### src/hdl/url_component_splitter_unit_defines.svh
// ----------------------------------------------------------------------------
// URL component splitter assertion macros
// Shared checks for the URL component splitter, written against clk and
// the active-low asynchronous reset arst_n of the module that uses them.
// ----------------------------------------------------------------------------
`ifndef URL_COMPONENT_SPLITTER_UNIT_DEFINES_SVH
`define URL_COMPONENT_SPLITTER_UNIT_DEFINES_SVH

// The consequent must hold in the same cycle as the antecedent.
`define UCS_ASSERT_SAME(lbl, ante, cons) \
	lbl: assert property (@(posedge clk) disable iff (!arst_n) (ante) |-> (cons)) \
		else $error("ucs check failed");

// The consequent must hold in the cycle after the antecedent.
`define UCS_ASSERT_NEXT(lbl, ante, cons) \
	lbl: assert property (@(posedge clk) disable iff (!arst_n) (ante) |=> (cons)) \
		else $error("ucs check failed");

`endif

### src/hdl/ucs_pkg.sv
// ----------------------------------------------------------------------------
// URL component splitter package
// Character codes, separator mark indexes and component codes shared by the
// parser and the top level.
// ----------------------------------------------------------------------------
`default_nettype none

package ucs_pkg;

	localparam logic [7:0] CH_COLON = 8'h3A;
	localparam logic [7:0] CH_SLASH = 8'h2F;
	localparam logic [7:0] CH_AT    = 8'h40;
	localparam logic [7:0] CH_QMARK = 8'h3F;
	localparam logic [7:0] CH_HASH  = 8'h23;

	localparam int NUM_MARKS = 7;
	localparam int MK_SCHEME = 0;
	localparam int MK_COLON1 = 1;
	localparam int MK_AT     = 2;
	localparam int MK_COLON2 = 3;
	localparam int MK_SLASH  = 4;
	localparam int MK_QMARK  = 5;
	localparam int MK_HASH   = 6;

	localparam int NUM_COMP = 8;

	typedef enum logic [2:0] {
		COMP_SCHEME,
		COMP_USER,
		COMP_PASSWORD,
		COMP_HOST,
		COMP_PORT,
		COMP_PATH,
		COMP_QUERY,
		COMP_FRAGMENT
	} comp_id_t;

endpackage

`default_nettype wire

### src/hdl/ucs_parser.sv
// ----------------------------------------------------------------------------
// URL component splitter parser
// Tracks the character position, the parse phase and the positions of the
// first separators of each kind. The next-state values are exported so that
// the final character's marks are available in the cycle it is taken.
// ----------------------------------------------------------------------------
`default_nettype none

module ucs_parser #(
	parameter int MAX_LEN       = 4096,
	parameter int SCHEME_WINDOW = 8,
	parameter int POS_W         = 13
) (
	input  wire logic                                   clk,
	input  wire logic                                   arst_n,
	input  wire logic                                   step,
	input  wire logic [7:0]                             char_in,
	input  wire logic                                   is_last,
	output logic      [ucs_pkg::NUM_MARKS-1:0][POS_W-1:0] mark_pos,
	output logic      [ucs_pkg::NUM_MARKS-1:0]            mark_vld,
	output logic      [POS_W-1:0]                         length,
	output logic                                          overflow
);
	import ucs_pkg::*;

	typedef enum logic [2:0] {
		PH_SCHEME,
		PH_AUTH,
		PH_PATH,
		PH_QUERY,
		PH_FRAG,
		PH_FAIL
	} phase_t;

	phase_t                             phase_q, phase_d;
	logic [1:0]                         cnt_q, cnt_d, cnt_t;
	logic [POS_W-1:0]                   pos_q, pos_d;
	logic                               ovf_q, ovf_d;
	logic [NUM_MARKS-1:0][POS_W-1:0]    mpos_q, mpos_d;
	logic [NUM_MARKS-1:0]               mvld_q, mvld_d;

	always_comb begin
		phase_d = phase_q;
		cnt_d   = cnt_q;
		cnt_t   = cnt_q;
		pos_d   = pos_q;
		ovf_d   = ovf_q;
		mpos_d  = mpos_q;
		mvld_d  = mvld_q;
		if (pos_q == POS_W'(MAX_LEN)) begin
			ovf_d = 1'b1;
		end else begin
			pos_d = pos_q + 1'b1;
			case (phase_q)
				PH_SCHEME: begin
					if (char_in == CH_COLON) begin
						cnt_t = 2'd1;
					end else if (char_in == CH_SLASH && (cnt_q == 2'd1 || cnt_q == 2'd2)) begin
						cnt_t = cnt_q + 2'd1;
					end else begin
						cnt_t = 2'd0;
					end
					cnt_d = cnt_t;
					if (cnt_t == 2'd3 && 32'(pos_q) < 32'(SCHEME_WINDOW)) begin
						if (!mvld_q[MK_SCHEME]) begin
							mvld_d[MK_SCHEME] = 1'b1;
							mpos_d[MK_SCHEME] = pos_q - POS_W'(2);
						end
						cnt_d   = 2'd0;
						phase_d = PH_AUTH;
					end else if (32'(pos_q) + 32'd1 >= 32'(SCHEME_WINDOW)) begin
						phase_d = PH_FAIL;
					end
				end
				PH_AUTH: begin
					if (char_in == CH_SLASH) begin
						if (!mvld_q[MK_SLASH]) begin
							mvld_d[MK_SLASH] = 1'b1;
							mpos_d[MK_SLASH] = pos_q;
						end
						phase_d = PH_PATH;
					end else if (char_in == CH_COLON) begin
						if (!mvld_q[MK_COLON1]) begin
							mvld_d[MK_COLON1] = 1'b1;
							mpos_d[MK_COLON1] = pos_q;
						end
						if (mvld_q[MK_AT] && !mvld_q[MK_COLON2]) begin
							mvld_d[MK_COLON2] = 1'b1;
							mpos_d[MK_COLON2] = pos_q;
						end
					end else if (char_in == CH_AT) begin
						if (!mvld_q[MK_AT]) begin
							mvld_d[MK_AT] = 1'b1;
							mpos_d[MK_AT] = pos_q;
						end
					end
				end
				PH_PATH: begin
					if (char_in == CH_QMARK) begin
						if (!mvld_q[MK_QMARK]) begin
							mvld_d[MK_QMARK] = 1'b1;
							mpos_d[MK_QMARK] = pos_q;
						end
						phase_d = PH_QUERY;
					end else if (char_in == CH_HASH) begin
						if (!mvld_q[MK_HASH]) begin
							mvld_d[MK_HASH] = 1'b1;
							mpos_d[MK_HASH] = pos_q;
						end
						phase_d = PH_FRAG;
					end
				end
				PH_QUERY: begin
					if (char_in == CH_HASH) begin
						if (!mvld_q[MK_HASH]) begin
							mvld_d[MK_HASH] = 1'b1;
							mpos_d[MK_HASH] = pos_q;
						end
						phase_d = PH_FRAG;
					end
				end
				default: begin
				end
			endcase
		end
	end

	assign mark_pos = mpos_d;
	assign mark_vld = mvld_d;
	assign length   = pos_d;
	assign overflow = ovf_d;

	always_ff @(posedge clk or negedge arst_n) begin
		if (!arst_n) begin
			phase_q <= PH_SCHEME;
			cnt_q   <= 2'd0;
			pos_q   <= '0;
			ovf_q   <= 1'b0;
			mvld_q  <= '0;
		end else if (step) begin
			if (is_last) begin
				phase_q <= PH_SCHEME;
				cnt_q   <= 2'd0;
				pos_q   <= '0;
				ovf_q   <= 1'b0;
				mvld_q  <= '0;
			end else begin
				phase_q <= phase_d;
				cnt_q   <= cnt_d;
				pos_q   <= pos_d;
				ovf_q   <= ovf_d;
				mvld_q  <= mvld_d;
			end
		end
	end

	always_ff @(posedge clk) begin
		if (step) begin
			mpos_q <= mpos_d;
		end
	end

endmodule

`default_nettype wire

### src/hdl/url_component_splitter_unit.sv
// ----------------------------------------------------------------------------
// URL component splitter
// The block takes one character per cycle unless it stalls its input, and
// returns eight component items, one per cycle while out_stall is low, after the character marked last.
// ----------------------------------------------------------------------------
// A URL enters one character per item. The block stalls its input only when
// a final character meets a full result bank. Each character passes through
// an input register and the compare logic in the parser. The final character also
// loads all eight component items into a result bank in that same cycle,
// and the bank then presents them one per cycle while out_stall is low,
// scheme first and fragment last, from the bank register after the input register. The bank
// holds one URL: a final character that arrives while the previous URL's
// items are still leaving waits until the last of them is taken, so URLs of
// eight characters or more stream at one character per cycle while the output
// does not stall, and the final character of a shorter URL waits for the bank.
`default_nettype none
`include "url_component_splitter_unit_defines.svh"

module url_component_splitter_unit #(
	parameter int MAX_LEN       = 4096,
	parameter int SCHEME_WINDOW = 8
) (
	input  wire logic             clk,
	input  wire logic             arst_n,
	input  wire logic             in_valid,
	output logic                  in_stall,
	input  wire logic [7:0]       char_in,
	input  wire logic             is_last_char,
	output logic                  out_valid,
	input  wire logic             out_stall,
	output ucs_pkg::comp_id_t     component_id,
	output logic                  component_present,
	output logic      [11:0]      start_pos,
	output logic      [11:0]      end_pos,
	output logic                  url_valid,
	output logic                  last_of_run
);
	import ucs_pkg::*;

	localparam int POS_W = $clog2(MAX_LEN + 1);

	function automatic logic [11:0] lo12(input logic [POS_W-1:0] v);
		logic [POS_W+11:0] w;
		w = (POS_W + 12)'(v);
		return w[11:0];
	endfunction

	logic                            valid_s1;
	logic [7:0]                      char_s1;
	logic                            last_s1;
	logic                            proceed_s1;
	logic                            in_accept;
	logic                            out_accept;
	logic                            bank_load;

	logic [NUM_MARKS-1:0][POS_W-1:0] mp;
	logic [NUM_MARKS-1:0]            mv;
	logic [POS_W-1:0]                len;
	logic                            ovf;

	logic                            url_ok;
	logic [POS_W-1:0]                s_pos [NUM_COMP];
	logic [POS_W-1:0]                e_pos [NUM_COMP];
	logic [POS_W-1:0]                a_pos, ae_pos, hs_pos, hc_pos, at_pos, pe_pos;
	logic                            hc_ok, c1_ok;

	logic                            nxt_pres  [NUM_COMP];
	logic [11:0]                     nxt_start [NUM_COMP];
	logic [11:0]                     nxt_end   [NUM_COMP];

	logic                            full_q;
	comp_id_t                        idx_q;
	logic                            urlv_q;
	logic                            pres_q    [NUM_COMP];
	logic [11:0]                     start_q   [NUM_COMP];
	logic [11:0]                     end_q     [NUM_COMP];

	assign out_accept = full_q && !out_stall;
	assign proceed_s1 = valid_s1 &&
		!(last_s1 && full_q && !(out_accept && idx_q == COMP_FRAGMENT));
	assign in_stall   = valid_s1 && !proceed_s1;
	assign in_accept  = in_valid && !in_stall;
	assign bank_load  = proceed_s1 && last_s1;

	always_ff @(posedge clk or negedge arst_n) begin
		if (!arst_n) begin
			valid_s1 <= 1'b0;
		end else if (in_accept) begin
			valid_s1 <= 1'b1;
		end else if (proceed_s1) begin
			valid_s1 <= 1'b0;
		end
	end

	always_ff @(posedge clk) begin
		if (in_accept) begin
			char_s1 <= char_in;
			last_s1 <= is_last_char;
		end
	end

	ucs_parser #(
		.MAX_LEN       (MAX_LEN),
		.SCHEME_WINDOW (SCHEME_WINDOW),
		.POS_W         (POS_W)
	) u_parser (
		.clk      (clk),
		.arst_n   (arst_n),
		.step     (proceed_s1),
		.char_in  (char_s1),
		.is_last  (last_s1),
		.mark_pos (mp),
		.mark_vld (mv),
		.length   (len),
		.overflow (ovf)
	);

	always_comb begin
		url_ok = mv[MK_SCHEME] && !ovf;
		a_pos  = '0;
		ae_pos = '0;
		hs_pos = '0;
		hc_pos = '0;
		at_pos = '0;
		pe_pos = '0;
		hc_ok  = 1'b0;
		c1_ok  = 1'b0;
		for (int k = 0; k < NUM_COMP; k++) begin
			s_pos[k] = '0;
			e_pos[k] = '0;
		end
		if (url_ok) begin
			a_pos  = mp[MK_SCHEME] + POS_W'(3);
			ae_pos = mv[MK_SLASH] ? mp[MK_SLASH] : len;
			e_pos[COMP_SCHEME] = mp[MK_SCHEME];
			if (a_pos < ae_pos) begin
				hs_pos = a_pos;
				if (mv[MK_AT]) begin
					at_pos = mp[MK_AT];
					c1_ok  = mv[MK_COLON1] && (mp[MK_COLON1] < at_pos);
					s_pos[COMP_USER] = a_pos;
					e_pos[COMP_USER] = c1_ok ? mp[MK_COLON1] : at_pos;
					if (c1_ok) begin
						s_pos[COMP_PASSWORD] = mp[MK_COLON1] + 1'b1;
						e_pos[COMP_PASSWORD] = at_pos;
					end
					hs_pos = at_pos + 1'b1;
					hc_ok  = mv[MK_COLON2];
					hc_pos = mp[MK_COLON2];
				end else begin
					hc_ok  = mv[MK_COLON1];
					hc_pos = mp[MK_COLON1];
				end
				s_pos[COMP_HOST] = hs_pos;
				e_pos[COMP_HOST] = hc_ok ? hc_pos : ae_pos;
				if (hc_ok) begin
					s_pos[COMP_PORT] = hc_pos + 1'b1;
					e_pos[COMP_PORT] = ae_pos;
				end
			end
			if (mv[MK_SLASH]) begin
				pe_pos = mv[MK_QMARK] ? mp[MK_QMARK] :
					(mv[MK_HASH] ? mp[MK_HASH] : len);
				s_pos[COMP_PATH] = ae_pos + 1'b1;
				e_pos[COMP_PATH] = pe_pos;
				if (mv[MK_QMARK]) begin
					s_pos[COMP_QUERY] = mp[MK_QMARK] + 1'b1;
					e_pos[COMP_QUERY] = mv[MK_HASH] ? mp[MK_HASH] : len;
				end
				if (mv[MK_HASH]) begin
					s_pos[COMP_FRAGMENT] = mp[MK_HASH] + 1'b1;
					e_pos[COMP_FRAGMENT] = len;
				end
			end
		end
		for (int k = 0; k < NUM_COMP; k++) begin
			nxt_pres[k]  = url_ok && (s_pos[k] < e_pos[k]);
			nxt_start[k] = nxt_pres[k] ? lo12(s_pos[k]) : 12'd0;
			nxt_end[k]   = nxt_pres[k] ? lo12(e_pos[k]) : 12'd0;
		end
	end

	always_ff @(posedge clk or negedge arst_n) begin
		if (!arst_n) begin
			full_q <= 1'b0;
			idx_q  <= COMP_SCHEME;
		end else if (bank_load) begin
			full_q <= 1'b1;
			idx_q  <= COMP_SCHEME;
		end else if (out_accept) begin
			if (idx_q == COMP_FRAGMENT) begin
				full_q <= 1'b0;
			end
			idx_q <= comp_id_t'(idx_q + 3'd1);
		end
	end

	always_ff @(posedge clk) begin
		if (bank_load) begin
			urlv_q <= url_ok;
			for (int k = 0; k < NUM_COMP; k++) begin
				pres_q[k]  <= nxt_pres[k];
				start_q[k] <= nxt_start[k];
				end_q[k]   <= nxt_end[k];
			end
		end
	end

	assign out_valid         = full_q;
	assign component_id      = idx_q;
	assign component_present = pres_q[idx_q];
	assign start_pos         = start_q[idx_q];
	assign end_pos           = end_q[idx_q];
	assign url_valid         = urlv_q;
	assign last_of_run       = (idx_q == COMP_FRAGMENT);

	`UCS_ASSERT_SAME(a_bank_free, bank_load, !full_q || (out_accept && idx_q == COMP_FRAGMENT))
	`UCS_ASSERT_NEXT(a_run_ends, out_accept && idx_q == COMP_FRAGMENT && !bank_load, !out_valid)
	`UCS_ASSERT_SAME(a_invalid_absent, out_valid && !url_valid, !component_present)
	`UCS_ASSERT_NEXT(a_run_starts, bank_load, out_valid && component_id == COMP_SCHEME)

endmodule

`default_nettype wire
### config.mk
export PLATFORM = sky130hd
export DESIGN_NAME = url_component_splitter_unit
export DESIGN_NICKNAME = d
export VERILOG_FILES = /design/src/hdl/ucs_pkg.sv /design/src/hdl/ucs_parser.sv /design/src/hdl/url_component_splitter_unit.sv
export VERILOG_INCLUDE_DIRS = /design/src /design/src/hdl
export SDC_FILE = /design/constraint.sdc
export NUM_CORES = 1
export LEC_CHECK = 0
export BUFFER_PORTS_ARGS = -buffer_cell sky130_fd_sc_hd__buf_2
export CAP_MARGIN = 30
export CORE_UTILIZATION = 40
export CTS_CLUSTER_SIZE = 30
export DETAILED_ROUTE_END_ITERATION = 16
export PLACE_DENSITY = 0.59
export SLEW_MARGIN = 10
export SYNTH_ARGS = -nofsm -noshare
export SYNTH_HDL_FRONTEND = slang
export SYNTH_SLANG_ARGS = --single-unit
### constraint.sdc
create_clock -name clk -period 7.69 [get_ports clk]
set_input_delay 1.538 -clock clk [delete_from_list [all_inputs] [get_ports clk]]
set_output_delay 1.538 -clock clk [all_outputs]
set_load 0.02 [all_outputs]
**Word level (Yosys, flattened, before mapping)**

Memory sizes are Yosys's and may differ from the RTL's.
Cells that the tools add are included.

- Flip-flop bits (word level): 132
- Bits in writable memories: 200
- Bits of input ports: 13
- Output and inout bits: 32
- Word-level logic and storage cells: 210
- Memories kept: 3

Memory list:

| name | depth | bits a word | read ports | clocked after Yosys merged registers in | wr ports | line | text |
|---|---|---|---|---|---|---|---|
| end_q | 8 | 12 | 1 | 0 | 8 | url_component_splitter_unit.sv:76 | `logic [11:0] end_q [NUM_COMP];` |
| start_q | 8 | 12 | 1 | 0 | 8 | url_component_splitter_unit.sv:75 | `logic [11:0] start_q [NUM_COMP];` |
| pres_q | 8 | 1 | 1 | 0 | 8 | url_component_splitter_unit.sv:74 | `logic pres_q [NUM_COMP];` |

- Add/subtract/negate cells: 12
- Order comparisons: 12
- Equal/unequal tests: 16
- Multiplexer cells: 111
- Reduce and logical (&&, ||, !) cells: 38

Operator list:

| operator | number |
|---|---|
| 2-to-1 mux 13 bit | 37 |
| 2-to-1 mux 91 bit | 2 |
| 2-to-1 mux 12 bit | 15 |
| 2-to-1 mux 52 bit | 3 |
| < comparator 13 bit | 9 |
| 2-to-1 mux 39 bit | 3 |
| 2-to-1 mux 104 bit | 1 |
| adder 13 x 1 -> 13 bit (second input constant) | 7 |
| 2-to-1 mux 26 bit | 2 |
| equality test 8 x 6 -> 1 bit (second input constant) | 4 |
| greater-or-equal comparator 32 x 4 -> 1 bit (second input constant) | 1 |
| 2-to-1 mux 3 bit | 10 |
| one-hot mux 13 bit (2 select lines) | 1 |
| 2-to-1 mux 1 bit | 24 |
| logical AND 1 bit | 21 |
| 2-to-1 mux 2 bit | 8 |
| adder 13 x 1 -> 14 bit (second input constant) | 1 |
| 2-to-1 mux 7 bit | 2 |
| adder 13 x 2 -> 13 bit (second input constant) | 1 |
| equality test 13 bit (second input constant) | 1 |
| < comparator 1 x 13 -> 1 bit (first input constant) | 1 |
| < comparator 13 x 4 -> 1 bit (second input constant) | 1 |
| subtractor 13 x 2 -> 13 bit (second input constant) | 1 |
| one-hot mux 3 bit (4 select lines) | 1 |
| 21 further kinds | 32 |

**Logic depth before layout (Yosys ltp)**

- Depth in word-level cells: 23
- Gate-level depth with buffers: 35
- Gate-level depth less buffers: 30

**By module**

From an unflattened synthesis, not the netlist that was laid out.

- Cells, all modules: 1,861
- Area, all modules: 20,493.4 um2

By module, submodules not included:

| module | instances | cells an instance | area an instance (um2) | seq. area each (um2) |
|---|---|---|---|---|
| url_component_splitter_unit | 1 | 1,417 | 14,704.1 | 6,070.8 |
| ucs_parser | 1 | 444 | 5,789.3 | 3,383.2 |

**Least setup slack after synthesis**

OpenSTA, ideal clock, no wires.

- Kind: in2reg
- From: in out_stall
- To: mem end_q[0][0], enable pin
- Library setup time: 0.627 ns
- Data arrival time: 7.446 ns
- Setup slack: -0.384 ns
- Cell stages on the path: 6
- Path through: inv_1 -> a21boi_0 -> nand2_1 -> nand2_1 -> nor2_1 -> clkbuf_1

RTL lines:

| element | line | text |
|---|---|---|
| start: declaration | url_component_splitter_unit.sv:30 | `input wire logic out_stall,` |
| end: declaration | url_component_splitter_unit.sv:76 |  |

==> run summary <==
The flow ran to the end, and the final reports show no timing, DRC or antenna violations. For this design the ratio of total power to cell area is 272 nW/um^2. Counting the buffers created by CTS gives 39.

Leaving out fill and tap cells, the most frequent cell in the layout is sky130_fd_sc_hd__edfxtp_1. The largest fanout of any net on the critical path works out to 20. TritonCTS built the clock tree. The share of the synthesized area in compound gates (AO/OA/AOI/OAI) is 0.101, and the count of different cell masters after synthesis is 82.

Static timing analysis puts the maximum clock frequency at 138 MHz. The overall track demand over capacity in global routing is 0.274, and the floorplan row count is 83. The switching fraction of total power works out to 0.378. The worst setup path is of the flop to flop kind.

The tools report the type of element capturing the critical path as a flop. Internal power comes to 3.97 mW. The tools report the sequential share of power as 0.365. The run gives 107000 um as the wire length of the first global-routing pass.

The layout net count came out at 2214. The gate count after technology mapping was 2025; the detailed-route wire length was 72700 um. For the weighted congestion reported at the end of routability-driven placement, the log shows 1.04. The sequential cell area fraction in the yosys report was 0.452.

In the synthesized netlist the dominant register cell turns out to be sky130_fd_sc_hd__edfxtp_1. The xor/xnor cell area share of the yosys netlist is 0.0419. The required time of the critical path was 8050 ps; the hold path depth was 2. Max-slew violation count: 0.

The tools report the launch point of the worst hold path as u_parser.ovf_q. Adding up every negative setup slack in the final design gives 0 ps. By area, the combinational part of the netlist is dominated by simple AND/OR/NAND/NOR gates. In the final routed layout, each cell accounts on average for 26.1 um. The number of antenna diodes in the final layout is 0. The worst register-to-register path begins at u_parser.phase_q[2]. The net switching power of the design was 2.41 mW; the die height was 231 um.

The DRC violation count after routing is 0. The insertion delay of the later-clocked pin in the worst-skew pair came out at 580 ps. The sum of net half-perimeters after detailed placement came out at 55400 um. The largest net degree at the start of global routing was 67. The tool flagged a number of max-cap violations equal to 0. Counting every net in the synthesized netlist gives 2158. The minimum clock period after layout was 7230 ps. For this run, the number of Yosys warnings is 0. The area share of and/or/nand/nor cells after synthesis is 0.173.

The total cell area at the placement stage came out at 22200 um^2. Area of the mapped netlist: 20900 um^2. The reported leakage power came out at 8.65 nW.

The largest individual stage delay along the critical path comes from the cell sky130_fd_sc_hd__nor4_4. The post-synthesis share of cell area spent on full adders, half adders and majority gates was 0.0718. Area enclosed by the die boundary: 53200 um^2. The run gives 0 as the hold violation count in the final report. The number of nets with antenna violations after detailed routing is 0. The top cell types in the final layout, fill and taps aside, are sky130_fd_sc_hd__edfxtp_1 (289), sky130_fd_sc_hd__nor2_1 (248), sky130_fd_sc_hd__nand2_1 (160). Post-place setup slack: 428 ps. The worst-margin pin slew was 1040 ps; the initial antenna violation count was 1.

The worst register-to-register path has a depth of 26. The combinational cell fraction of total power is 0.359. The critical path runs through a total of 26 cells.

The aggregate global routing overflow came out at 0. The worst setup path is launched from a flop. For this run, the slowest stage of the critical path takes 570 ps. The share of cells above drive strength 1 works out to 0.168. Across the routed clock network, the largest skew measured is 33.1 ps. The final setup violation count was 0. For flop-to-flop paths, the worst setup slack is 460 ps. Before antenna repair, the detailed router went through 5 iterations. The number of placed instances, taps included, is 2717. Number of placed I/O pins: 45.

Data on the critical path arrives at its endpoint at 7590 ps. The clock drives 320 sinks. The filler cell count in the final layout is 4877, and the number of flops mapped to enable cells by yosys is 289. The number of input and output port buffers inserted was 44; the critical path buffer and inverter count was 4.

The via-per-instance ratio was 5.97; the area of the placeable core was 51500 um^2. The run gives 2789 as the count of placed standard cells in the final layout, fillers left out. The tightest min-delay check is of the flop to flop type. The worst slew margin relative to its limit was 0.301. Proportion of register bits with asynchronous set or reset after synthesis: 0.0969. The tree is rooted in a sky130_fd_sc_hd__clkbuf_16. The average instance in the mapped netlist occupies 10.3 um^2.

For the post-route worst setup slack, the log shows 457 ps. The clock passes through at most 3 buffers. Across the VDD grid, the largest voltage drop is 160 uV. The tools report the reg-to-reg critical path endpoint as start_q[1][8].

End point of the worst hold path: u_parser.ovf_q. The H-tree was split into 2 levels. The tools report the effective utilization at floorplan as 0.406. The area growth from synthesis to layout is 12.3%, and the die boundary width is 231 um. Mux contribution to synthesized area: 0.118. Setup repair after global routing left no endpoint under its margin. The clock network power share is 0.276, and the flip-flop and latch count after synthesis is 320. The first-iteration detailed-routing DRC count was 1910. Broken down by cell family, the worst path's largest delay share belongs to compound AO/OA/AOI/OAI gates. The number of global-route vias before repair was 15864; the share of the cycle needed by the critical path after routing was 0.941.

The routed layout has 16651 vias. After clock tree synthesis, the clock-pin slew on the worst setup and hold paths is 60 ps. The run gives 23500 um^2 as the summed area of non-filler cells in the final layout.
power by group through the flow:
stage | Clock, mW | Combinational [mW] | Sequential (mW)
6_report | 1.76 | 2.29 | 2.33
5_1_grt | 1.85 | 2.41 | 2.36
4_1_cts | 1.79 | 2.26 | 2.33
3_3_place_gp | 0 | 2.24 | 2.36
3_5_place_dp | 0 | 2.25 | 2.36
2_1_floorplan | 0 | 1.46 | 2.31
worst min-delay path, stage by stage (launching register included):
cell,delay [ps]
sky130_fd_sc_hd__dfrtp_1,350
sky130_fd_sc_hd__a21oi_1,50
sky130_fd_sc_hd__nor2_1,70
worst max path at each step:
stage,start,to,slack (ps)
2_1_floorplan,char_s1[7],start_q[2][10],840
5_1_grt,char_s1[7],start_q[2][6],80
3_5_place_dp,u_parser.pos_q[9],start_q[1][8],430
4_1_cts,u_parser.pos_q[9],start_q[1][8],400
6_report,u_parser.phase_q[2],start_q[1][8],460
3_3_place_gp,u_parser.pos_q[9],start_q[1][8],410
cells in the mapped netlist (3+ instances only):
master | n | share of area
sky130_fd_sc_hd__edfxtp_1 | 289 | 0.42
sky130_fd_sc_hd__nor2_1 | 249 | 0.045
sky130_fd_sc_hd__nand2_1 | 161 | 0.029
sky130_fd_sc_hd__ha_1 | 120 | 0.072
sky130_fd_sc_hd__nor3_1 | 102 | 0.024
sky130_fd_sc_hd__inv_1 | 99 | 0.018
sky130_fd_sc_hd__clkbuf_1 | 98 | 0.018
sky130_fd_sc_hd__xnor2_1 | 78 | 0.033
sky130_fd_sc_hd__mux2_2 | 76 | 0.041
sky130_fd_sc_hd__mux2i_1 | 76 | 0.036
sky130_fd_sc_hd__o21ai_0 | 76 | 0.018
sky130_fd_sc_hd__a21oi_1 | 68 | 0.016
sky130_fd_sc_hd__a21o_1 | 46 | 0.017
sky130_fd_sc_hd__nand3_1 | 40 | 0.0096
sky130_fd_sc_hd__mux4_2 | 38 | 0.041
sky130_fd_sc_hd__nand4_1 | 32 | 0.0096
sky130_fd_sc_hd__dfrtp_1 | 31 | 0.037
sky130_fd_sc_hd__nor4_1 | 27 | 0.0081
sky130_fd_sc_hd__xor2_1 | 22 | 0.0092
sky130_fd_sc_hd__and2_1 | 19 | 0.0057
sky130_fd_sc_hd__nand2b_1 | 19 | 0.0057
sky130_fd_sc_hd__or3_1 | 19 | 0.0057
sky130_fd_sc_hd__o211ai_1 | 17 | 0.0061
sky130_fd_sc_hd__nor2b_1 | 16 | 0.0048
sky130_fd_sc_hd__or2_2 | 16 | 0.0048
sky130_fd_sc_hd__o21a_1 | 14 | 0.0050
sky130_fd_sc_hd__a22oi_1 | 13 | 0.0047
sky130_fd_sc_hd__buf_1 | 13 | 0.0023
sky130_fd_sc_hd__a211oi_1 | 11 | 0.0040
sky130_fd_sc_hd__o21ai_1 | 11 | 0.0026
sky130_fd_sc_hd__a31oi_1 | 10 | 0.0030
sky130_fd_sc_hd__buf_2 | 10 | 0.0024
sky130_fd_sc_hd__o31ai_1 | 10 | 0.0036
sky130_fd_sc_hd__and3_1 | 9 | 0.0027
sky130_fd_sc_hd__nor3b_1 | 9 | 0.0032
sky130_fd_sc_hd__or4_1 | 7 | 0.0025
sky130_fd_sc_hd__o32ai_1 | 5 | 0.0021
sky130_fd_sc_hd__a211o_1 | 3 | 0.0013
sky130_fd_sc_hd__nand3b_1 | 3 | 0.0011
sky130_fd_sc_hd__nor4b_1 | 3 | 0.0013
sky130_fd_sc_hd__o221ai_1 | 3 | 0.0013
repair_timing:
action                                 4_1_cts  5_1_grt
resized for setup                            0        4
hold buffers                                 0        0
endpoints found under the hold margin        0        0
setup endpoints to repair                    0       19
setup buffers                                0        3
cell type report:
| class | instances | area (um^2) | area share |
|---|---|---|---|
| clock buffers | 51 | 1020 | 0.0435 |
| well taps | 680 | 851 | 0.0363 |
| multi-input cells | 1482 | 10700 | 0.454 |
| flip-flops and latches | 320 | 9460 | 0.403 |
| inverters | 100 | 378 | 0.0161 |
| repair buffers | 138 | 933 | 0.0398 |
| clock inverters | 18 | 164 | 0.00699 |
per-layer routing:
metal	track usage	wire length, um
met5	0	0
met4	0.0900	2470
met3	0.0490	6970
met2	0.395	30700
met1	0.412	32600
registers in the layout (all words and copies together) (netlist names), 3 cells and up:
register and cells:
char_s1 8, pres_q 8, u_parser.mvld_q 7, u_parser.phase_q 3, component_id 3, u_parser.mpos_q 91
u_parser.pos_q 13, end_q 96, start_q 84
cell families after synthesis:
kind of cell	after synthesis
flip-flops	320
AO/OA/AOI/OAI	321
buffers and inverters	223
AND/OR/NAND/NOR	751
XOR/XNOR	100
multiplexers	190
adder cells (fa/ha/maj)	120
stage by stage:
stage               utilization  hold slack, ps  total power, mW
floorplan                     -             462             3.77
global placement          0.431             487             4.59
detailed placement        0.432             501             4.62
CTS                       0.455             514             6.38
global route              0.456             584             6.62
finish                    0.456             511             6.38
No activity file was read; power rests on OpenSTA's default activity.
